--- config.mk ---
export PLATFORM = sky130hd
export DESIGN_NAME = dirty_rect_chunk_splitter_core
export DESIGN_NICKNAME = d
export VERILOG_FILES = /design/src/sv/drcs_pkg.sv /design/src/sv/drcs_div.sv /design/src/sv/dirty_rect_chunk_splitter_core.sv
export SDC_FILE = /design/constraint.sdc
export NUM_CORES = 1
export LEC_CHECK = 0
export BUFFER_PORTS_ARGS = -buffer_cell sky130_fd_sc_hd__buf_2
export CAP_MARGIN = 25
export CORE_ASPECT_RATIO = 0.6
export CORE_MARGIN = 2
export CORE_UTILIZATION = 55
export CTS_CLUSTER_DIAMETER = 30
export DETAILED_ROUTE_END_ITERATION = 12
export PLACE_DENSITY = 0.76
export SYNTH_ARGS = -nofsm -noshare
export SYNTH_HDL_FRONTEND = slang
export SYNTH_SLANG_ARGS = --single-unit
--- constraint.sdc ---
create_clock -name clk -period 13.05 [get_ports clk]
set_clock_uncertainty 0.05 [all_clocks]
set_input_delay 3.915 -clock clk [delete_from_list [all_inputs] [get_ports clk]]
set_output_delay 3.915 -clock clk [all_outputs]
set_load 0.02 [all_outputs]
--- src/sv/drcs_pkg.sv ---
package drcs_pkg;

    // Default build values for the chunk size and the buffer pool.
    localparam int CHUNK_BYTES_DEF  = 8192;
    localparam int BUFFER_COUNT_DEF = 32;

    // Chunk byte counts are 16-bit quantities throughout.
    localparam int CHUNK_W = 16;

    // Largest screen dimension the block handles.
    localparam logic [12:0] SCREEN_MAX = 13'd4096;

    // Configuration register reset values.
    localparam logic [12:0] SCREEN_WIDTH_RST  = 13'd1024;
    localparam logic [12:0] SCREEN_HEIGHT_RST = 13'd600;
    localparam logic [7:0]  MAX_ROWS_RST      = 8'd16;

    // Configuration register indexes.
    typedef enum logic [1:0] {
        CFG_SCREEN_WIDTH  = 2'd0,
        CFG_SCREEN_HEIGHT = 2'd1,
        CFG_MAX_ROWS      = 2'd2
    } cfg_index_t;

    // Result status codes.
    typedef enum logic [2:0] {
        ST_CHUNK    = 3'd0,
        ST_BADRECT  = 3'd1,
        ST_TOOWIDE  = 3'd2,
        ST_LINKDOWN = 3'd3,
        ST_DROP     = 3'd4
    } status_t;

endpackage

--- src/sv/drcs_div.sv ---
module drcs_div
    import drcs_pkg::*;
#(
    parameter int DIVIDEND_W = CHUNK_W,
    parameter int DIVISOR_W  = 14
)
(
    input  logic                  clk,
    input  logic                  rst_n,
    input  logic                  start,
    input  logic [DIVIDEND_W-1:0] dividend,
    input  logic [DIVISOR_W-1:0]  divisor,
    output logic                  done,
    output logic [DIVIDEND_W-1:0] quotient
);

    localparam int CNT_W = $clog2(DIVIDEND_W + 1);

    logic [DIVISOR_W-1:0]  rem_reg;
    logic [DIVISOR_W-1:0]  dsr_reg;
    logic [DIVIDEND_W-1:0] quo_reg;
    logic [CNT_W-1:0]      cnt_reg;
    logic                  busy_reg;
    logic                  done_reg;

    logic [DIVISOR_W:0]    trial;
    logic [DIVISOR_W:0]    diff;
    logic                  fits;

    // One restoring step: bring down the next dividend bit and try the divisor.
    assign trial = {rem_reg, quo_reg[DIVIDEND_W-1]};
    assign fits  = (trial >= {1'b0, dsr_reg});
    assign diff  = trial - {1'b0, dsr_reg};

    // Remainder, quotient shift register and step counter.
    always_ff @(posedge clk or negedge rst_n)
    begin
        if (!rst_n)
        begin
            rem_reg  <= '0;
            dsr_reg  <= '0;
            quo_reg  <= '0;
            cnt_reg  <= '0;
            busy_reg <= 1'b0;
            done_reg <= 1'b0;
        end
        else
        begin
            // Done pulses for one cycle after the last step.
            done_reg <= busy_reg && !start && (cnt_reg == CNT_W'(1));
            if (start)
            begin
                rem_reg  <= '0;
                dsr_reg  <= divisor;
                quo_reg  <= dividend;
                cnt_reg  <= CNT_W'(DIVIDEND_W);
                busy_reg <= 1'b1;
            end
            else if (busy_reg)
            begin
                rem_reg <= fits ? diff[DIVISOR_W-1:0] : trial[DIVISOR_W-1:0];
                quo_reg <= {quo_reg[DIVIDEND_W-2:0], fits};
                cnt_reg <= cnt_reg - CNT_W'(1);
                if (cnt_reg == CNT_W'(1))
                begin
                    busy_reg <= 1'b0;
                end
            end
        end
    end

    assign done     = done_reg;
    assign quotient = quo_reg;

endmodule

--- src/sv/dirty_rect_chunk_splitter_core.sv ---
// A rejected rectangle moves to the reject state, then loads its result beat when the output is free.
// A valid rectangle runs a bit-serial division of the chunk size by the row byte count,
// then a clamp and a setup step; its first band follows from the band state and further
// bands come one per cycle while the output is free.
// The input stalls until a rectangle's last beat is loaded, so one rectangle is in work at a time.
// Reset: asynchronous, active low; registers return to 1024, 600 and 16, drop count to zero.
module dirty_rect_chunk_splitter_core
    import drcs_pkg::*;
#(
    parameter int CHUNK_BYTES  = CHUNK_BYTES_DEF,
    parameter int BUFFER_COUNT = BUFFER_COUNT_DEF
)
(
    input  logic               clk,
    input  logic               rst_n,

    input  logic               cfg_valid,
    output logic               cfg_ready,
    input  logic [1:0]         cfg_index,
    input  logic [12:0]        cfg_data,

    input  logic               in_valid,
    output logic               in_stall,
    input  logic signed [15:0] left,
    input  logic signed [15:0] top,
    input  logic signed [15:0] right,
    input  logic signed [15:0] bottom,
    input  logic               link_up,
    input  logic [5:0]         free_buffers,

    output logic               out_valid,
    input  logic               out_stall,
    output logic [2:0]         status,
    output logic [11:0]        origin_x,
    output logic [11:0]        origin_y,
    output logic [12:0]        rect_width,
    output logic [12:0]        rect_height,
    output logic [11:0]        band_row,
    output logic [7:0]         band_rows,
    output logic [15:0]        band_bytes,
    output logic [24:0]        source_offset,
    output logic               last,
    output logic [31:0]        drops_total
);

    localparam logic [CHUNK_W-1:0] CHUNK_LIMIT = CHUNK_W'(CHUNK_BYTES);
    localparam logic [5:0]         BUF_LIMIT   = 6'(BUFFER_COUNT);

    typedef enum logic [2:0] {
        S_IDLE,
        S_REJECT,
        S_DIV,
        S_PREP,
        S_BAND
    } state_t;

    // Configuration registers.
    logic [12:0] scr_w_reg;
    logic [12:0] scr_h_reg;
    logic [7:0]  max_rows_reg;

    // Sequencer state and per-rectangle working registers.
    state_t      state_reg;
    status_t     rej_reg;
    logic [11:0] ox_reg;
    logic [11:0] oy_reg;
    logic [12:0] w_reg;
    logic [12:0] h_reg;
    logic [5:0]  free_reg;
    logic [7:0]  maxrows_reg;
    logic [12:0] row_reg;
    logic [12:0] remain_reg;
    logic [24:0] offset_reg;
    logic [15:0] full_bytes_reg;
    logic [31:0] drop_cnt_reg;

    // Output register.
    logic        out_valid_reg;
    status_t     status_reg;
    logic [11:0] ox_out_reg;
    logic [11:0] oy_out_reg;
    logic [12:0] w_out_reg;
    logic [12:0] h_out_reg;
    logic [11:0] brow_out_reg;
    logic [7:0]  brows_out_reg;
    logic [15:0] bbytes_out_reg;
    logic [24:0] offset_out_reg;
    logic        last_out_reg;

    logic               in_beat;
    logic               out_free;
    logic               out_load;
    logic [12:0]        scr_w;
    logic [12:0]        scr_h;
    logic [7:0]         cap;
    logic signed [16:0] scr_w_s;
    logic signed [16:0] scr_h_s;
    logic signed [16:0] dx;
    logic signed [16:0] dy;
    logic [12:0]        w_calc;
    logic [12:0]        h_calc;
    logic               bad_rect;
    logic               too_wide;
    logic [5:0]         free_clamped;
    logic               div_done;
    logic [CHUNK_W-1:0] div_quo;
    logic [CHUNK_W-1:0] cap_ext;
    logic               final_band;
    logic [7:0]         rows_sel;
    logic [7:0]         mul_rows;
    logic [20:0]        prod;
    logic [15:0]        bytes_calc;

    // Configuration writes are always taken; unknown indexes are dropped.
    assign cfg_ready = 1'b1;

    always_ff @(posedge clk or negedge rst_n)
    begin
        if (!rst_n)
        begin
            scr_w_reg    <= SCREEN_WIDTH_RST;
            scr_h_reg    <= SCREEN_HEIGHT_RST;
            max_rows_reg <= MAX_ROWS_RST;
        end
        else if (cfg_valid)
        begin
            unique case (cfg_index_t'(cfg_index))
                CFG_SCREEN_WIDTH:  scr_w_reg    <= cfg_data;
                CFG_SCREEN_HEIGHT: scr_h_reg    <= cfg_data;
                CFG_MAX_ROWS:      max_rows_reg <= cfg_data[7:0];
                default:           ;
            endcase
        end
    end

    // Effective limits after clamping.
    assign scr_w   = (scr_w_reg > SCREEN_MAX) ? SCREEN_MAX : scr_w_reg;
    assign scr_h   = (scr_h_reg > SCREEN_MAX) ? SCREEN_MAX : scr_h_reg;
    assign cap     = (max_rows_reg == 8'd0) ? 8'd1 : max_rows_reg;
    assign scr_w_s = $signed({4'b0000, scr_w});
    assign scr_h_s = $signed({4'b0000, scr_h});

    // Rectangle checks on the incoming beat.
    assign dx       = right - left;
    assign dy       = bottom - top;
    assign w_calc   = dx[12:0] + 13'd1;
    assign h_calc   = dy[12:0] + 13'd1;
    assign bad_rect = (left < 0) || (top < 0) || (right >= scr_w_s) ||
                      (bottom >= scr_h_s) || (right < left) || (bottom < top);
    assign too_wide = ({3'b000, w_calc, 1'b0} > {1'b0, CHUNK_LIMIT});
    assign free_clamped = (free_buffers > BUF_LIMIT) ? BUF_LIMIT : free_buffers;

    assign in_stall = (state_reg != S_IDLE);
    assign in_beat  = in_valid && !in_stall;
    assign out_free = !out_valid_reg || !out_stall;
    assign out_load = out_free && ((state_reg == S_REJECT) || (state_reg == S_BAND));

    // Rows per band come from the chunk size divided by the row byte count.
    drcs_div #(
        .DIVIDEND_W (CHUNK_W),
        .DIVISOR_W  (14)
    ) u_div (
        .clk      (clk),
        .rst_n    (rst_n),
        .start    (in_beat && link_up && !bad_rect && !too_wide),
        .dividend (CHUNK_LIMIT),
        .divisor  ({w_calc, 1'b0}),
        .done     (div_done),
        .quotient (div_quo)
    );

    assign cap_ext = CHUNK_W'(cap);

    // Band size and byte count; the setup cycle uses the multiplier for a full band.
    assign final_band = (remain_reg <= {5'b00000, maxrows_reg});
    assign rows_sel   = final_band ? remain_reg[7:0] : maxrows_reg;
    assign mul_rows   = (state_reg == S_BAND) ? rows_sel : maxrows_reg;
    assign prod       = {8'd0, w_reg} * {13'd0, mul_rows};
    assign bytes_calc = {prod[14:0], 1'b0};

    // Sequencer with the output register.
    always_ff @(posedge clk or negedge rst_n)
    begin
        if (!rst_n)
        begin
            state_reg      <= S_IDLE;
            rej_reg        <= ST_CHUNK;
            ox_reg         <= '0;
            oy_reg         <= '0;
            w_reg          <= '0;
            h_reg          <= '0;
            free_reg       <= '0;
            maxrows_reg    <= '0;
            row_reg        <= '0;
            remain_reg     <= '0;
            offset_reg     <= '0;
            full_bytes_reg <= '0;
            drop_cnt_reg   <= '0;
            out_valid_reg  <= 1'b0;
            status_reg     <= ST_CHUNK;
            ox_out_reg     <= '0;
            oy_out_reg     <= '0;
            w_out_reg      <= '0;
            h_out_reg      <= '0;
            brow_out_reg   <= '0;
            brows_out_reg  <= '0;
            bbytes_out_reg <= '0;
            offset_out_reg <= '0;
            last_out_reg   <= 1'b0;
        end
        else
        begin
            // The output register fills on a load and empties when its beat is taken.
            if (out_load)
            begin
                out_valid_reg <= 1'b1;
            end
            else if (!out_stall)
            begin
                out_valid_reg <= 1'b0;
            end

            unique case (state_reg)
                S_IDLE:
                begin
                    if (in_beat)
                    begin
                        ox_reg   <= left[11:0];
                        oy_reg   <= top[11:0];
                        w_reg    <= w_calc;
                        h_reg    <= h_calc;
                        free_reg <= free_clamped;
                        priority if (!link_up)
                        begin
                            rej_reg   <= ST_LINKDOWN;
                            state_reg <= S_REJECT;
                        end
                        else if (bad_rect)
                        begin
                            rej_reg   <= ST_BADRECT;
                            state_reg <= S_REJECT;
                        end
                        else if (too_wide)
                        begin
                            rej_reg   <= ST_TOOWIDE;
                            state_reg <= S_REJECT;
                        end
                        else
                        begin
                            state_reg <= S_DIV;
                        end
                    end
                end

                S_REJECT:
                begin
                    if (out_free)
                    begin
                        status_reg     <= rej_reg;
                        ox_out_reg     <= '0;
                        oy_out_reg     <= '0;
                        w_out_reg      <= '0;
                        h_out_reg      <= '0;
                        brow_out_reg   <= '0;
                        brows_out_reg  <= '0;
                        bbytes_out_reg <= '0;
                        offset_out_reg <= '0;
                        last_out_reg   <= 1'b1;
                        state_reg      <= S_IDLE;
                    end
                end

                S_DIV:
                begin
                    if (div_done)
                    begin
                        maxrows_reg <= (div_quo > cap_ext) ? cap : div_quo[7:0];
                        state_reg   <= S_PREP;
                    end
                end

                S_PREP:
                begin
                    full_bytes_reg <= bytes_calc;
                    row_reg        <= '0;
                    remain_reg     <= h_reg;
                    offset_reg     <= '0;
                    state_reg      <= S_BAND;
                end

                S_BAND:
                begin
                    if (out_free)
                    begin
                        ox_out_reg    <= ox_reg;
                        oy_out_reg    <= oy_reg;
                        w_out_reg     <= w_reg;
                        h_out_reg     <= h_reg;
                        brow_out_reg  <= row_reg[11:0];
                        if (free_reg == 6'd0)
                        begin
                            // Out of buffers: the drop beat ends this rectangle.
                            status_reg     <= ST_DROP;
                            brows_out_reg  <= '0;
                            bbytes_out_reg <= '0;
                            offset_out_reg <= '0;
                            last_out_reg   <= 1'b1;
                            drop_cnt_reg   <= drop_cnt_reg + 32'd1;
                            state_reg      <= S_IDLE;
                        end
                        else
                        begin
                            status_reg     <= ST_CHUNK;
                            brows_out_reg  <= rows_sel;
                            bbytes_out_reg <= bytes_calc;
                            offset_out_reg <= offset_reg;
                            last_out_reg   <= final_band;
                            free_reg       <= free_reg - 6'd1;
                            row_reg        <= row_reg + {5'b00000, maxrows_reg};
                            remain_reg     <= remain_reg - {5'b00000, maxrows_reg};
                            offset_reg     <= offset_reg + {9'd0, full_bytes_reg};
                            if (final_band)
                            begin
                                state_reg <= S_IDLE;
                            end
                        end
                    end
                end

                default:
                begin
                    state_reg <= S_IDLE;
                end
            endcase
        end
    end

    // The drop count only moves when a drop beat is loaded, so it matches the shown beat.
    assign out_valid     = out_valid_reg;
    assign status        = status_reg;
    assign origin_x      = ox_out_reg;
    assign origin_y      = oy_out_reg;
    assign rect_width    = w_out_reg;
    assign rect_height   = h_out_reg;
    assign band_row      = brow_out_reg;
    assign band_rows     = brows_out_reg;
    assign band_bytes    = bbytes_out_reg;
    assign source_offset = offset_out_reg;
    assign last          = last_out_reg;
    assign drops_total   = drop_cnt_reg;

endmodule

Yosys cells after proc, flatten, opt, wreduce, memory -nomap -nowiden
Cells that the tools add are included.
{"block": "word_totals", "regBits": 368, "input_bits": 91, "output_inout_bits": 150, "word_cells": 190}
{"block": "op_classes", "add_sub_neg": 11, "mul": 1, "order_cmp": 13, "eq_ne": 15, "mux": 77, "n_reduce_logical": 40}
{"cell": "25-bit 2-to-1 mux", "count": 5}
{"cell": "13-bit 2-to-1 mux", "count": 9}
{"cell": "13-bit case mux with 2 select lines", "count": 4}
{"cell": "25-bit case mux with 2 select lines", "count": 2}
{"cell": "16-bit 2-to-1 mux", "count": 5}
{"cell": "12-bit case mux with 2 select lines", "count": 3}
{"cell": "8-bit 2-to-1 mux", "count": 7}
{"cell": "12-bit 2-to-1 mux", "count": 4}
{"cell": "14-bit 2-to-1 mux", "count": 3}
{"cell": "3-bit 2-to-1 mux", "count": 12}
{"cell": "32-bit by 1-bit adder with 32-bit output, second input constant", "count": 1}
{"cell": "16-bit by 14-bit greater-or-equal comparator with 1-bit output", "count": 2}
{"cell": "16-bit by 1-bit less-than comparator with 1-bit output, second input constant", "count": 2}
{"cell": "16-bit less-than comparator", "count": 2}
{"cell": "16-bit case mux with 2 select lines", "count": 1}
{"cell": "13-bit by 1-bit adder with 13-bit output, second input constant", "count": 2}
{"cell": "13-bit > comparator, second input constant", "count": 2}
{"cell": "13-bit subtractor", "count": 2}
{"cell": "25-bit by 16-bit adder with 25-bit output", "count": 1}
{"cell": "6-bit 2-to-1 mux", "count": 4}
{"cell": "16-bit by 8-bit > comparator with 1-bit output", "count": 1}
{"cell": "8-bit case mux with 2 select lines", "count": 1}
{"cell": "15-bit by 14-bit greater-or-equal comparator with 1-bit output", "count": 1}
{"cell": "13-bit by 8-bit multiplier with 15-bit output", "count": 1}
{"cell": "38 further kinds", "count": 80}

Logic depth before layout (Yosys ltp)
{"block": "logic_depth", "depth_word": 13, "mapped_depth": 29, "ltp_nobuf": 27}

By module
A second synthesis with hierarchy kept.
{"block": "hier_totals", "cells_unflattened": 2270, "hier_area_um2": 22258.8}
{"mod": "dirty_rect_chunk_splitter_core", "instances": 1, "cells_each": 1951, "area_each_um2": 19223.4, "seq_area_each_um2": 7865.0}
{"mod": "drcs_div", "instances": 1, "cells_each": 319, "area_each_um2": 3035.4, "seq_area_each_um2": 1276.2}

Worst setup path before layout
Ideal clock, no wire load.
{"block": "synth_path", "kind": "input to register", "from": "in left[4]", "to": "reg u_div.dsr_reg[10]", "setup_time_ps": 125, "t_arrival_ps": 6965, "required_ps": 12875, "path_slack_ps": 5911, "path_stages": 14, "n_path_buf": 1, "path_cell_list": "inv_1 ha_1 inv_1 fa_1 and3b_1 a221oi_1 a211oi_1 o21ai_0 a21oi_1 a31oi_1 a41oi_1 nor3_2 buf_2 mux2_2"}
{"block": "synth_between", "elab_chain_cells": 9, "elab_cells_between_ends": 14, "cone_classes": "add/sub: 2; order compare: 3; reduce/logical: 9"}
{"item": "start, declared", "line_no": "dirty_rect_chunk_splitter_core.sv:24", "rtl": "input logic signed [15:0] left,"}
{"item": "branches (longest 9 deep; another with 14-bit > comparator)"}
{"item": "end signal, assigned", "line_no": "drcs_div.sv:54", "rtl": "dsr_reg <= divisor;"}
{"item": "end, declared", "line_no": "drcs_div.sv:20", "rtl": "logic [DIVISOR_W-1:0] dsr_reg;"}
Parallel ways; which one is timed is not known.
A chain may end at the register's enable or synchronous reset.

Worst setup path in the final report
{"block": "layout_path", "from": "reg maxrows_reg[5]", "to": "reg bbytes_out_reg[15], in the netlist band_bytes[15]"}
{"block": "layout_between", "elab_chain_cells": 7}
{"item": "start, declared", "line_no": "dirty_rect_chunk_splitter_core.sv:70", "rtl": "logic [7:0] maxrows_reg;"}
{"item": "start signal, assigned", "line_no": "dirty_rect_chunk_splitter_core.sv:277", "rtl": "maxrows_reg <= (div_quo > cap_ext) ? cap : div_quo[7:0];"}
{"item": "13-bit by 8-bit less-or-equal comparator with 1-bit output", "line_no": "dirty_rect_chunk_splitter_core.sv:175", "rtl": "assign final_band = (remain_reg <= {5'b00000, maxrows_reg});"}
{"item": "8-bit 2-to-1 mux", "line_no": "dirty_rect_chunk_splitter_core.sv:176", "rtl": "assign rows_sel = final_band ? remain_reg[7:0] : maxrows_reg;"}
{"item": "8-bit 2-to-1 mux *", "line_no": "dirty_rect_chunk_splitter_core.sv:177", "rtl": "assign mul_rows = (state_reg == S_BAND) ? rows_sel : maxrows_reg;"}
{"item": "13-bit by 8-bit multiplier with 15-bit output *", "line_no": "dirty_rect_chunk_splitter_core.sv:178", "rtl": "assign prod = {8'd0, w_reg} * {13'd0, mul_rows};"}
{"item": "16-bit 2-to-1 mux *", "line_no": "dirty_rect_chunk_splitter_core.sv:300", "rtl": "if (free_reg == 6'd0)"}
{"item": "16-bit 2-to-1 mux *", "line_no": "dirty_rect_chunk_splitter_core.sv:293", "rtl": "if (out_free)"}
{"item": "16-bit case mux with 2 select lines *", "line_no": "dirty_rect_chunk_splitter_core.sv:223", "rtl": "unique case (state_reg)"}
{"item": "end signal, assigned", "line_no": "dirty_rect_chunk_splitter_core.sv:315", "rtl": "bbytes_out_reg <= bytes_calc;"}
{"item": "end, declared", "line_no": "dirty_rect_chunk_splitter_core.sv:86", "rtl": "logic [15:0] bbytes_out_reg;"}
Every way passes the cells marked *; elsewhere a longest branch is shown, timed or not. The select of a mux whose other input is x is not followed.

==> metrics.txt <==
cell accounting for the most synthesized area dfrtp_1; Hold WC Path Type reg2reg; Leak approximately 13 nW; endpoints failing setup 0; Core Footprint between 0.03 and 0.04 sq mm; Synth Cell Area about 0.022 sq mm; post-CTS resize count 0; M3 GR Usage 7.58%; Root Buffer clkbuf_16; Synth Area in XOR/XNOR between 4 and 5%; pwr dens between 150 and 200 mW/mm^2; Seq cells post-synth around 360; final max-slew violation count 0; status finished clean; GRT Max-Usage Layer met2; layout cell share with drive strength beyond 1 18.0%; Comb power frac between 20% and 30%; Clock power frac 38.4%; FF-to-FF path depth 25; Port Buf Inserts 238; CP Launch Type flop; post-CTS setup buffers 0; R2R Setup Slk between 5 and 6 ns; fmax roughly 130 MHz; Hold Path End drops_total[31]; multiplexer share of the synthesized area around 4.7%; hold depth 1; compound-cell area share of the yosys netlist ~15%; Sum Neg Setup Slack 0 ns; die width about 260 microns; critical path fanouts, max 19; # hold bufs at CTS 0; fin crit share between 50% and 60%; CTS H-tree depth 2; hpwl dp roughly 43000 microns; post-synth top area share 40.8%; Critical Path End Type flop; global-route wire length before repair 95400 microns; Max IR drop VDD 104 uV; synthesized area per cell ~10 sq um; Layout Utilization between 60 and 70%; CTS Buf Count 58; deepest clock path buffer count 3; Crit Path Class reg2reg; clock sinks between 300 and 400; M2 GR Usage 42.0%; synth top area cells dfrtp_1 41%, ha_1 9.4%, fa_1 6.3%; Max-slew headroom around a third; Syn Inst Count ~2200; post-synth net total between 2000 and 3000; cell-internal power between 0.002 and 0.003 W; Pre-antenna DRT Iters 5; initial DRC count about 1500; Die Area 0.0416 sq mm; Core Rows between 50 and 60; Nets around 2800; Initial Util 56.0%; min Tclk post-route 7.66 ns; worst flop-to-flop path endpoint band_bytes[15]; DRC 0; Post-synth ARST share 100%; Worst Tran Pin Value roughly 1.0 ns; antenna-violating nets left 0; routability cong. approximately 0.94; Total GRT Usage between 20 and 30%; R2R Path Start maxrows_reg[5]; Sequential Power Share a little under two fifths; initial antenna violation count 6; WL final approximately 59000 microns; worst skew pair latency roughly 0.59 ns; max reg flops 32; via count around 17000; Max-Cap Viols 0; Adder-Cell Fraction of Synth Area between 10% and 20%; final hold violations 0; Via density between 5 and 6; RSZ-0062 raised after global routing false; simple-gate area share of the yosys netlist ~14%; clock-pin slew on the worst setup and hold paths roughly 0.060 ns; Seq/Total Area, Yosys between 40% and 50%; number of enable flip-flop cells after synthesis 0; synth warn 0; largest family of logic cells by synthesized area adder cells; Hold Crit Start drops_total[31]; largest net degree at the start of global routing 168; routing usage on met1 between 40% and 50%; worst endpoint required time 13.51 ns; CTS tree yes; switching share of power about a third; grt total ovfl 0; IO Pins approximately 240; arrival time at the worst endpoint 8.12 ns; vias in the first global route around 18000; Net Sw Power around 0.0014 W; Die Ht 159 microns; Synth cell types between 70 and 80; Area growth syn-to-layout 17.1%; Synth Flop Type dfrtp_1; WL/cell ~20 microns
-- final cells by class --
class | instances | area (sq um)
Sequential cell | 364 | 9120
Inverter | 200 | 751
Clock inverter | 46 | 480
Clock buffer | 63 | 1530
Antenna cell | 5 | 12.5
Timing Repair Buffer | 261 | 1420
Fill cell | 3054 | 13500
Multi-Input combinational cell | 1544 | 11700
Tap cell | 522 | 653
-- through the flow --
step	total power, W	area (sq um)	hold slack [ns]	setup slack (ns)	cells
after global placement	0.00244	23600	0.405	5.25	2886
after global routing	0.00429	25700	0.453	4.97	3005
final	0.00408	25700	0.415	5.39	3005
after CTS	0.00407	25600	0.420	5.49	2997
after floorplan	0.00217	21900	0.400	5.91	2202
after detailed placement	0.00250	23600	0.410	5.12	2888
-- per-layer routing --
metal	up-vias	share of wire, %
li1	8056	-
met1	8609	46
met2	608	43
met3	120	8.0
met4	0	2.9
met5	-	0
-- worst max path at each step --
stage	from	to	slack, ns	cells past startpoint
2_1_floorplan	left[4]	u_div.dsr_reg[10]	5.91	14
3_3_place_gp	left[4]	u_div.dsr_reg[2]	5.25	15
3_5_place_dp	left[4]	u_div.dsr_reg[8]	5.12	15
4_1_cts	maxrows_reg[6]	band_bytes[15]	5.49	25
5_1_grt	maxrows_reg[6]	band_bytes[15]	4.97	25
6_report	maxrows_reg[5]	band_bytes[15]	5.39	25
-- power groups by stage --
stage | Combinational [W] | Clock, W | Sequential [W]
6_report | 0.000971 | 0.00156 | 0.00154
5_1_grt | 0.00109 | 0.00164 | 0.00156
4_1_cts | 0.000961 | 0.00158 | 0.00153
3_5_place_dp | 0.000954 | 0 | 0.00155
3_3_place_gp | 0.000903 | 0 | 0.00154
2_1_floorplan | 0.000730 | 0 | 0.00144
-- cell families (layout without fill, tap and decap cells) --
family	after synthesis	in the layout
AND/OR/NAND/NOR	637	637
AO/OA/AOI/OAI	467	467
flip-flops	364	364
multiplexers	96	96
buffers and inverters	294	570
XOR/XNOR	108	108
other	2	7
adder cells (fa/ha/maj)	234	234
-- worst max-delay path, stage by stage (launching register included) --
cell and delay, ns:
dfrtp_1 0.49, inv_1 0.17, ha_1 0.26, a21o_1 0.18
a211oi_1 0.40, nand4_1 0.30, a21oi_4 0.55, nand2_1 0.10
o21ai_1 0.43, nand2_1 0.16, fa_1 0.50, fa_1 0.55
inv_1 0.06, fa_1 0.54, inv_1 0.06, fa_1 0.53
inv_1 0.04, ha_1 0.34, nor3_1 0.21, nor2_1 0.07
a31oi_1 0.30, nor2b_1 0.09, o21a_1 0.19, o41ai_1 0.37
xnor3_1 0.53, o21ai_2 0.14
-- Yosys cell counts (all sizes together), types with 23 or more instances --
cell type,number
nor2,125
clkbuf,73
a22o,103
dfrtp,358
nor2b,54
nand3,45
mux2i,48
xnor2,83
nor3,24
fa,69
and2,31
xor2,23
ha,165
inv,200
mux2,48
a21oi,81
nand2,248
o21ai,129
-- cells in the final DEF (no fill, tap or decap), types with 8 or more instances in the layout --
| cell type | Yosys | layout |
|---|---|---|
| dfrtp_1 | 358 | 358 |
| nand2_1 | 248 | 247 |
| buf_2 | 6 | 238 |
| inv_1 | 200 | 200 |
| ha_1 | 165 | 165 |
| o21ai_0 | 125 | 125 |
| nor2_1 | 125 | 124 |
| a22o_1 | 103 | 103 |
| xnor2_1 | 83 | 83 |
| a21oi_1 | 80 | 80 |
| fa_1 | 69 | 69 |
| clkbuf_16 | 0 | 59 |
| nor2b_1 | 54 | 54 |
| mux2i_1 | 48 | 48 |
| mux2_2 | 45 | 45 |
| nand3_1 | 45 | 45 |
| and2_1 | 31 | 31 |
| xor2_1 | 23 | 23 |
| nand4_1 | 21 | 21 |
| nor3_1 | 22 | 21 |
| nand2b_1 | 21 | 20 |
| o21bai_1 | 20 | 20 |
| a21o_1 | 19 | 19 |
| and3_1 | 19 | 19 |
| buf_4 | 3 | 18 |
| a31oi_1 | 17 | 17 |
| a211oi_1 | 16 | 16 |
| o21a_1 | 15 | 15 |
| inv_6 | 0 | 12 |
| nor4_1 | 10 | 10 |
| or3_1 | 10 | 10 |
| nand3b_1 | 10 | 10 |
| a211o_1 | 9 | 9 |
| o211ai_1 | 8 | 8 |
| clkinv_2 | 0 | 8 |
| inv_8 | 0 | 8 |
(Power assumes the default switching activity.)
